$ cat src/rtl/page_table_map_walker_top_macros.svh
// ----------------------------------------------------------------------------
// page_table_map_walker_top_macros.svh
// Assertion macros for the page table map walker.
// ----------------------------------------------------------------------------
`ifndef PAGE_TABLE_MAP_WALKER_TOP_MACROS_SVH
`define PAGE_TABLE_MAP_WALKER_TOP_MACROS_SVH

// same-cycle implication, disabled in reset
`define PTMW_ASSERT_NOW(label, clk, rstn, ante, cons, msg) \
    label: assert property (@(posedge clk) disable iff (!(rstn)) (ante) |-> (cons)) \
        else $error(msg);

// next-cycle implication, disabled in reset
`define PTMW_ASSERT_NEXT(label, clk, rstn, ante, cons, msg) \
    label: assert property (@(posedge clk) disable iff (!(rstn)) (ante) |=> (cons)) \
        else $error(msg);

`endif

$ cat src/rtl/ptmw_pkg.sv
// ----------------------------------------------------------------------------
// ptmw_pkg
// Types, constants and helpers shared by the page table map walker.
// ----------------------------------------------------------------------------
package ptmw_pkg;

    localparam int VA_W    = 48;
    localparam int ENTRY_W = 64;
    localparam int IDX_W   = 9;
    localparam int OFS_W   = 12;
    localparam int FU_W    = 7;

    localparam logic [ENTRY_W-1:0] TABLE_FLAGS = 64'h7;

    localparam logic ACT_MAP   = 1'b0;
    localparam logic ACT_UNMAP = 1'b1;

    localparam logic RES_OK  = 1'b0;
    localparam logic RES_ERR = 1'b1;

    localparam logic [1:0] LVL_TOP  = 2'd0;
    localparam logic [1:0] LVL_LAST = 2'd2;
    localparam logic [1:0] LVL_LEAF = 2'd3;

    typedef struct packed {
        logic               action;
        logic [VA_W-1:0]    virt_addr;
        logic [ENTRY_W-1:0] phys_addr;
        logic [OFS_W-1:0]   attr_bits;
    } in_beat_t;

    typedef struct packed {
        logic               status;
        logic [ENTRY_W-1:0] leaf_value;
        logic [FU_W-1:0]    frames_used;
    } out_beat_t;

    typedef struct packed {
        logic clr_en;
        logic load;
        logic rd;
        logic eval;
        logic off;
        logic chk;
        logic leaf_wr;
        logic finish;
        logic err;
    } ptmw_cmd_t;

    typedef struct packed {
        logic clr_done;
        logic present;
        logic full;
        logic ptr_bad;
        logic last_lvl;
    } ptmw_stat_t;

    function automatic logic [IDX_W-1:0] level_index(input logic [VA_W-1:0] va,
                                                     input logic [1:0] lvl);
        logic [IDX_W-1:0] idx;
        case (lvl)
            2'd0: begin
                idx = va[47:39];
            end
            2'd1: begin
                idx = va[38:30];
            end
            2'd2: begin
                idx = va[29:21];
            end
            default: begin
                idx = va[20:12];
            end
        endcase
        return idx;
    endfunction

endpackage

$ cat src/rtl/ptmw_ctrl.sv
// ----------------------------------------------------------------------------
// ptmw_ctrl
// Walk sequencer: clear pass, three table levels, leaf write, result hand-off.
// ----------------------------------------------------------------------------
module ptmw_ctrl (
    input  logic                  aclk,
    input  logic                  aresetn,
    input  logic                  s_valid,
    output logic                  s_ready,
    output logic                  m_valid,
    input  logic                  m_ready,
    input  ptmw_pkg::ptmw_stat_t  stat,
    output ptmw_pkg::ptmw_cmd_t   cmd
);

    typedef enum logic [3:0] {
        S_CLEAR,
        S_IDLE,
        S_RD,
        S_EVAL,
        S_OFF,
        S_CHK,
        S_LEAF,
        S_DONE
    } state_t;

    state_t state_reg, state_next;
    logic   m_valid_reg, m_valid_next;

    always_comb begin
        state_next   = state_reg;
        cmd          = '0;
        m_valid_next = m_valid_reg & ~m_ready;
        case (state_reg)
            S_CLEAR: begin
                cmd.clr_en = 1'b1;
                if (stat.clr_done) begin
                    state_next = S_IDLE;
                end
            end
            S_IDLE: begin
                if (s_valid) begin
                    cmd.load   = 1'b1;
                    state_next = S_RD;
                end
            end
            S_RD: begin
                cmd.rd     = 1'b1;
                state_next = S_EVAL;
            end
            S_EVAL: begin
                cmd.eval = 1'b1;
                if (!stat.present && stat.full) begin
                    cmd.err    = 1'b1;
                    state_next = S_DONE;
                end else begin
                    state_next = S_OFF;
                end
            end
            S_OFF: begin
                cmd.off    = 1'b1;
                state_next = S_CHK;
            end
            S_CHK: begin
                cmd.chk = 1'b1;
                if (stat.ptr_bad) begin
                    cmd.err    = 1'b1;
                    state_next = S_DONE;
                end else if (stat.last_lvl) begin
                    state_next = S_LEAF;
                end else begin
                    state_next = S_RD;
                end
            end
            S_LEAF: begin
                cmd.leaf_wr = 1'b1;
                state_next  = S_DONE;
            end
            S_DONE: begin
                if (!m_valid_reg || m_ready) begin
                    cmd.finish   = 1'b1;
                    m_valid_next = 1'b1;
                    state_next   = S_IDLE;
                end
            end
            default: begin
                state_next = S_IDLE;
            end
        endcase
    end

    always_ff @(posedge aclk) begin
        if (!aresetn) begin
            state_reg   <= S_CLEAR;
            m_valid_reg <= 1'b0;
        end else begin
            state_reg   <= state_next;
            m_valid_reg <= m_valid_next;
        end
    end

    assign s_ready = (state_reg == S_IDLE);
    assign m_valid = m_valid_reg;

endmodule

$ cat config.mk
export PLATFORM = sky130hd
export DESIGN_NAME = ptmw_ctrl
export DESIGN_NICKNAME = d
export VERILOG_FILES = /design/src/rtl/page_table_map_walker_top_macros.svh /design/src/rtl/ptmw_pkg.sv /design/src/rtl/ptmw_ctrl.sv
export SDC_FILE = /design/constraint.sdc
export NUM_CORES = 1
export LEC_CHECK = 0
export ABC_AREA = 0
export BUFFER_PORTS_ARGS = -buffer_cell sky130_fd_sc_hd__buf_2
export CAP_MARGIN = 20
export CORE_AREA = 4 4 41 43
export DETAILED_ROUTE_END_ITERATION = 8
export DIE_AREA = 0 0 45 47
export MAX_ROUTING_LAYER = met4
export PLACE_DENSITY = 0.48
export SYNTH_ARGS = -nofsm -noshare
export SYNTH_HDL_FRONTEND = slang
export SYNTH_SLANG_ARGS = --single-unit
$ cat constraint.sdc
create_clock -name aclk -period 1.15 [get_ports aclk]
set_input_delay 0.345 -clock aclk [delete_from_list [all_inputs] [get_ports aclk]]
set_output_delay 0.345 -clock aclk [all_outputs]
set_load 0.02 [all_outputs]
==> flow_summary.ini, run 1 <==
[synth]
synthTopCellsByArea = dfxtp_1, nor2b_1, buf_6
synth_area_sq_um = 321.6
synth_cell_types = 22
async_reset_ff_share_pct = 0
synth_cells = 42
yosysSeqAreaShare_pct = 24.90
synth.avg_cell_area_sq_um = 7.656
syn-num-nets = 51
ys_ff_latch = 4
synth_top_area_share_pct = 24.90
yosys-top-cells-count = nor2_1, nor2b_1, dfxtp_1, nor3_1
yosys_warnings = 0
synth-edff-count = 0
yosysTopAreaCell = dfxtp_1
yosys_most_used_dff = dfxtp_1

[drt]
drc = 0
drt_first_pass_iters = 4
via_per_inst = 4.577
totalWireLength_um = 1240
drt_iter0_drc = 3
ant_nets = 0
vias = 444
routedWlPerCell_um = 12.78

[clocking]
clk_latency_ns = 0.24
clockBufferDepth = 2
cts_hold_buffers = 0
cts_tree = built
cts.clk_slew.worst_paths_ns = 0.04
clock_sinks = 4
cts_made_buffers = 3
ctsRootBufferMaster = clkbuf_4
htreeDepth = 1

[sta]
hold_violations = 0
rsz0062_at_grt = yes
skew_ns = 0.001914
max-slew-margin-rel_pct = 82.67
max_freq_ghz = 0.6953
worstMarginPinSlew_ns = 0.2595
fin_crit_ns = 1.438
fin_crit_sh_pct = 125.1
setup_ws_ns = -0.2883
setup_violations = 11
maxSlewViolCount = 0

[worst_hold_path]
hold_path.class = input port to register

[floorplanning]
core.rowCount = 13
io-pin-count = 20
core_sq_um = 1301
initial_core_util_pct = 24.71
die_w_um = 45
dieArea_sq_um = 2115
die_h_um = 47

[placement]
portBuffers = 19
hpwl_um = 789.7
place_area_sq_um = 534.3
place_congestion = 0.7053
dp_cells = 87

[global_route]
grt_pass1_wl_um = 1966
groute.usage.overall_pct = 13.06
gr-total-overflow = 0
grt_start_max_net_pins = 9
grt_antenna_before_repair = 0
grt_pass1_vias = 468

[pwr]
finalPower_mw = 0.5700
ir_drop_mv = 0.4602
cellPowerDensity_nw_per_um2 = 719.7
p_leak_nw = 0.3667

[critical_path]
max_stage_delay_ns = 0.37
required_ns = 0.81
endpoint_kind = output pin
crit_chain = buf_6 > nor3b_2 > buf_4
critical_path_class = register to output pin
cp.arrival_ns = 1.09
crit_fanout = 6
critPathSlowestCell = dfxtp_4
critPathLaunchType = register
reg2reg_slack_ns = -0.02

[outcome]
violations = negative setup slack
status = complete, but fails checks

[job]
timing.max_cap.violations = 0

[finish]
antenna_cells = 0
largest_reg_flops = 3
layout-drive-gt1-share_pct = 79.27
final_area_sq_um = 792.0
fillers = 123
area_growth_pct = 146.3
instances_no_fill = 97
final_nets = 93
==> critical path: cells and delay by family (launching register included) <==
kind	cells	cell delay (ns)
AND/OR/NAND/NOR	1	0.19
buffers and inverters	2	0.30
flip-flops	1	0.37
==> stage by stage <==
stage	TNS, ns	worst slack, ns	util (%)	hold slack, ns
global placement	-0.6410	-0.1404	41.06	0.5967
detailed placement	-0.6766	-0.1651	41.06	0.6004
floorplan	-0.3314	-0.1359	-	0.4655
finish	-2.517	-0.2883	60.87	0.3693
CTS	-2.554	-0.2666	51.83	0.3622
global route	-3.034	-0.3408	60.87	0.3783
==> cells by family after synthesis <==
| logic type | synth area share [%] |
|---|---|
| AO/OA/AOI/OAI | 21.40 |
| buffers and inverters | 11.67 |
| flip-flops | 24.90 |
| multiplexers | 6.226 |
| AND/OR/NAND/NOR | 35.80 |
==> final timing paths <==
check | start | endpoint | cells after the start
max | state_reg[1] | cmd[4] | 3
min | aresetn | state_reg[2] | 2
max reg2reg | state_reg[1] | state_reg[2] | 5
min reg2reg | state_reg[0] | state_reg[1] | 2
==> metal layers <==
metal	vias to the layer above	share of wire [%]	GRT usage, %
li1	226	-	-
met1	208	43	15.26
met2	10	52	22.88
met3	0	4.8	3.448
met4	0	0	1.754
met5	-	0	-
==> cell type report <==
type | count | area (sq um) | share of cell area, %
flip-flops and latches | 4 | 91.34 | 11.53
multi-input cells | 33 | 315.3 | 39.81
clock buffers | 3 | 22.52 | 2.844
repair buffers | 40 | 334.1 | 42.18
inverters | 2 | 10.01 | 1.264
well taps | 15 | 18.77 | 2.370
==> layout by cell type (no fill, tap or decap) <==
cell	netlist	final
clkbuf_4	0	3
buf_4	1	17
buf_8	0	1
nor2b_2	0	1
a21boi_2	0	2
inv_1	2	1
a211oi_1	1	1
nor2_2	1	2
dfxtp_1	4	1
nor3_1	4	1
nand3_4	0	1
o31a_1	1	1
a31oi_1	1	1
o21ai_1	1	1
a21o_1	1	1
buf_6	2	13
dfxtp_4	0	3
nand3_1	2	1
nor3b_2	0	1
mux2i_1	2	2
o21bai_4	0	1
nor3_4	0	1
nand2_4	0	2
nor3_2	0	2
nor2b_1	5	4
inv_4	0	1
nand3b_1	1	1
nand2b_4	0	1
nor2_4	0	4
o31ai_1	1	1
buf_2	0	9
==> power breakdown <==
group,internal [mW],switching (mW)
registers,0.145,0.0168
logic,0.125,0.106
clock network,0.117,0.0609
total,0.386,0.184
==> what timing repair did <==
| action | in CTS | in global routing |
|---|---|---|
| setup buffers | 5 | 4 |
| resized for setup | 29 | 24 |
| pin swaps | 5 | 8 |
| setup endpoints to repair | 11 | 12 |
Power figures use the tool's default switching activity.
==> run 2, diff against run 1 <==
CTS_CLUSTER_SIZE = 24   (was unset)
PLACE_DENSITY = unset   (was 0.48)
PLACE_DENSITY_LB_ADDON = 0.08   (was unset)
==> run 2 against run 1 <==
The flow still finishes with violations (negative setup slack); global-route usage is 0.91 points lower; sequential cell count stayed put; register-to-register slack better by 0.07 ns; wire length shrank 9.4%; design area decreased by 9.3%; clock skew increased by 0.0040 ns; power is 4.3% lower.
==> flow_summary.ini, run 2 (synthesis results as in run 1) <==
[finish]
area_growth_pct = 123.3
largest_reg_flops = 3
multiInputGateArea_sq_um = 290.3
antenna_cells = 0
final_nets = 88
layout-drive-gt1-share_pct = 77.92
final_common_cell = buf_4
ff_latch_area_sq_um = 91.34
layout_common_cells = buf_4, buf_6, buf_2, nor2_2, nor2b_1
fillers = 121

[pwr]
cellPowerDensity_nw_per_um2 = 759.5
p_leak_nw = 0.3098
finalPower_mw = 0.5454
ir_drop_mv = 0.6948

[sta]
maxSlewViolCount = 0
fin_crit_sh_pct = 124.4
worstMarginPinSlew_ns = 0.2165
hold_violations = 0
skew_ns = 0.005955
hold-worst-slack_ns = 0.3774
max_freq_ghz = 0.6992
rsz0062_at_grt = yes
fin_crit_ns = 1.430
fin_tns_setup_ns = -2.343
max-slew-margin-rel_pct = 85.46
setup_ws_ns = -0.2801
setup_violations = 10

[drt]
drc = 0
routedWlPerCell_um = 12.21
via_per_inst = 4.467
totalWireLength_um = 1123
drt_first_pass_iters = 2
ant_nets = 0
drt_iter0_drc = 1
vias = 411

[clocking]
clock_sinks = 4
cts_made_buffers = 3
htreeDepth = 1
cts_hold_buffers = 0
ctsRootBufferMaster = clkbuf_4
cts_tree = built
cts.clk_slew.worst_paths_ns = 0.04
clockBufferDepth = 2
clk_latency_ns = 0.23

[placement]
hpwl_um = 774.1
place_congestion = 0.7246
portBuffers = 19

[critical_path]
cp.arrival_ns = 1.09
endpoint_kind = output pin
crit_fanout = 7
max_stage_delay_ns = 0.39
crit_chain = buf_6 > nand3_2 > nor2_2 > buf_6
worst-r2r-cell-count = 4
reg2reg_from = state_reg[1]
cpMostUsedCell = buf_6
critPathSlowestCell = dfxtp_4
reg2reg_slack_ns = 0.05
critical_path_class = register to output pin
critPathLaunchType = register
regToRegEndpoint = state_reg[2]
required_ns = 0.81

[floorplanning]
core_sq_um = 1301
io-pin-count = 20
die_h_um = 47
dieArea_sq_um = 2115
initial_core_util_pct = 24.71
die_w_um = 45
core.rowCount = 13

[global_route]
grt_antenna_before_repair = 0
gr-total-overflow = 0
groute.usage.overall_pct = 12.15
grt_pass1_vias = 371
grt_pass1_wl_um = 1752
grt_start_max_net_pins = 9

[worst_hold_path]
hold_depth = 2
hold_path.class = input port to register
min-delay-start = aresetn
holdPathEnd = state_reg[2]

[outcome]
violations = negative setup slack
status = complete, but fails checks

[job]
timing.max_cap.violations = 0
-- run 2: routing by layer --
metal	wire length, um	vias to the layer above	GRT usage [%]
li1	-	218	-
met1	480	183	15.45
met2	575	10	17.51
met3	67	0	4.981
met4	0	0	3.509
met5	0	-	-
-- run 2: metrics by stage --
step	utilization, %	instances	worst slack, ns	area [sq um]
after CTS	49.13	91	-0.2688	639.4
after global placement	41.06	87	-0.1549	534.3
after global routing	55.19	92	-0.3375	718.2
after floorplan	-	42	-0.1359	349.1
after detailed placement	41.06	87	-0.1564	534.3
final	55.19	92	-0.2801	718.2
-- run 2: worst max-delay path by stage --
| stage | start | end | slack [ns] |
|---|---|---|---|
| 2_1_floorplan | state_reg[2] | cmd[6] | -0.14 |
| 5_1_grt | state_reg[1] | cmd[1] | -0.34 |
| 6_report | state_reg[1] | cmd[1] | -0.28 |
| 4_1_cts | state_reg[1] | cmd[4] | -0.27 |
| 3_3_place_gp | stat[3] | cmd[0] | -0.15 |
| 3_5_place_dp | stat[3] | cmd[0] | -0.16 |
-- run 2: layout make-up --
class,count,area share (%)
clock buffer,3,3.136
timing repair buffer,35,39.72
tap,15,2.613
multi-input combinational,33,40.42
inverter,2,1.394
sequential,4,12.72
-- run 2: report_power, final --
group | internal [mW] | switching (mW) | total [mW]
combinational | 0.118 | 0.102 | 0.219
clock | 0.116 | 0.0507 | 0.167
sequential | 0.145 | 0.0144 | 0.159
-- run 2: worst max-delay path, delay by kind of cell (launching register included) --
family / cells / cell delay (ns)
and+or+nand+nor: 2 / 0.22
DFF: 1 / 0.39
buffers and inverters: 2 / 0.25
-- run 2: what timing repair did --
action / CTS / global route
endpoints found under the setup margin: 10 / 11
setup buffers: 1 / 1
resized for setup: 26 / 17
endpoints found under the hold margin: 0 / 0
gates cloned: 0 / 0
pin swaps: 1 / 6
==> run 3, diff against run 2 <==
REMOVE_ABC_BUFFERS = 1   (was unset)
==> run 3 against run 2 <==
Clock skew decreased by 0.0051 ns; via count increased by 4.4%; critical path depth unchanged; the run still ends with negative setup slack left; power decreased by 4.0%; largest power group unchanged; sequential share of layout area increased by 1.1 points; clock-buffer cell count unchanged.
==> flow_summary.ini, run 3 (synthesis results as in run 1) <==
[finish]
fin_util_pct = 50.96
final_nets = 87
antenna_cells = 0
layout_common_cells = buf_4, buf_2, buf_6, nor2b_1
largest_reg_flops = 3
area_growth_pct = 106.2
layout-drive-gt1-share_pct = 68.42
final_common_cell = buf_4
instances_no_fill = 91

[floorplanning]
initial_core_util_pct = 24.71
core.rowCount = 13
dieArea_sq_um = 2115
core_sq_um = 1301
die_w_um = 45
io-pin-count = 20
die_h_um = 47

[placement]
hpwl_um = 739.8
portBuffers = 19
dp_cells = 86
place_congestion = 0.6745

[global_route]
groute.usage.overall_pct = 12.61
grt_start_max_net_pins = 7
grt_pass1_wl_um = 1766
grt_pass1_vias = 438
gr-total-overflow = 0
grt_antenna_before_repair = 0

[drt]
totalWireLength_um = 1018
drc = 0
via_per_inst = 4.714
ant_nets = 0
routedWlPerCell_um = 11.19
drt_first_pass_iters = 2
vias = 429
drt_iter0_drc = 1

[critical_path]
required_ns = 0.81
reg2reg_from = state_reg[1]
critical_path_class = register to output pin
endpoint_kind = output pin
reg2reg_slack_ns = 0.06
critPathLaunchType = register
critPathLaunch = state_reg[2]
crit_fanout = 6
worst-r2r-cell-count = 5
cp.arrival_ns = 1.06
regToRegEndpoint = state_reg[1]

[pwr]
pwr-share-comb_pct = 37.1
p_clk_share_pct = 32.5
p_leak_nw = 0.2991
switching_share_pct = 30.46
seqPwrFrac_pct = 30.5
p_switching_mw = 0.1596
p_int_mw = 0.3643
cellPowerDensity_nw_per_um2 = 790.0
finalPower_mw = 0.5239
ir_drop_mv = 0.2360

[outcome]
status = complete, but fails checks
violations = negative setup slack

[clocking]
clock_sinks = 4
clockBufferDepth = 2
cts.clk_slew.worst_paths_ns = 0.04
cts_tree = built
clk_latency_ns = 0.23
htreeDepth = 1
cts_made_buffers = 3
cts_hold_buffers = 0
ctsRootBufferMaster = clkbuf_4

[sta]
rsz0062_at_grt = yes
max-slew-margin-rel_pct = 84.27
worstMarginPinSlew_ns = 0.2339
setup_ws_ns = -0.2508
setup_violations = 10
fin_crit_ns = 1.401
max_freq_ghz = 0.7139
maxSlewViolCount = 0
skew_ns = 0.0008130
fin_crit_sh_pct = 121.8
hold_violations = 0

[worst_hold_path]
holdPathEnd = state_reg[2]
hold_path.class = input port to register
min-delay-start = aresetn
hold_depth = 2

[job]
timing.max_cap.violations = 0
-- run 3: worst max-delay path, cell delays in order (launching register included) --
cell and delay (ns):
dfxtp_4 0.37, buf_6 0.12, nand3_2 0.06, a21boi_2 0.13, buf_4 0.14
-- run 3: how the worst max path moves through the flow --
stage / end / cells after the start
2_1_floorplan: cmd[6] / 2
3_3_place_gp: cmd[5] / 3
3_5_place_dp: cmd[0] / 5
4_1_cts: cmd[0] / 3
5_1_grt: cmd[0] / 4
6_report: cmd[0] / 4
-- run 3: final cells by class --
class,count,area (sq um)
fill,148,638.1
multi-input combinational,33,261.5
timing repair buffer,34,259.0
sequential,4,91.34
clock buffer,3,22.52
tap,15,18.77
inverter,2,10.01
-- run 3: routing by layer --
metal | global-route usage (%) | vias up | wire [um]
met1 | 13.09 | 188 | 398
li1 | - | 219 | -
met4 | 10.53 | 0 | 25
met3 | 3.448 | 4 | 80
met2 | 19.77 | 18 | 513
met5 | - | - | 0
-- run 3: power groups by stage --
stage	clock [mW]	sequential (mW)	combinational [mW]
4_1_cts	0.184	0.159	0.179
3_3_place_gp	0	0.160	0.142
3_5_place_dp	0	0.159	0.141
2_1_floorplan	0	0.165	0.0605
6_report	0.170	0.160	0.194
5_1_grt	0.186	0.161	0.211
-- run 3: what timing repair did --
action | CTS | global route
buffers inserted | 2 | 0
setup endpoints to repair | 11 | 11
gates resized for setup | 33 | 6
pin swaps | 3 | 3
-- run 3: through the flow --
| step | area [sq um] | TNS, ns | setup WS, ns | hold WS, ns |
|---|---|---|---|---|
| 6_report | 663.1 | -2.172 | -0.2508 | 0.3665 |
| 5_1_grt | 663.1 | -2.756 | -0.3107 | 0.3760 |
| 4_1_cts | 638.1 | -2.322 | -0.2687 | 0.3576 |
| 3_5_place_dp | 503.0 | -0.8809 | -0.1658 | 0.6201 |
| 3_3_place_gp | 503.0 | -0.9462 | -0.1659 | 0.6188 |
| 2_1_floorplan | 291.5 | -1.833 | -0.3078 | 0.4729 |
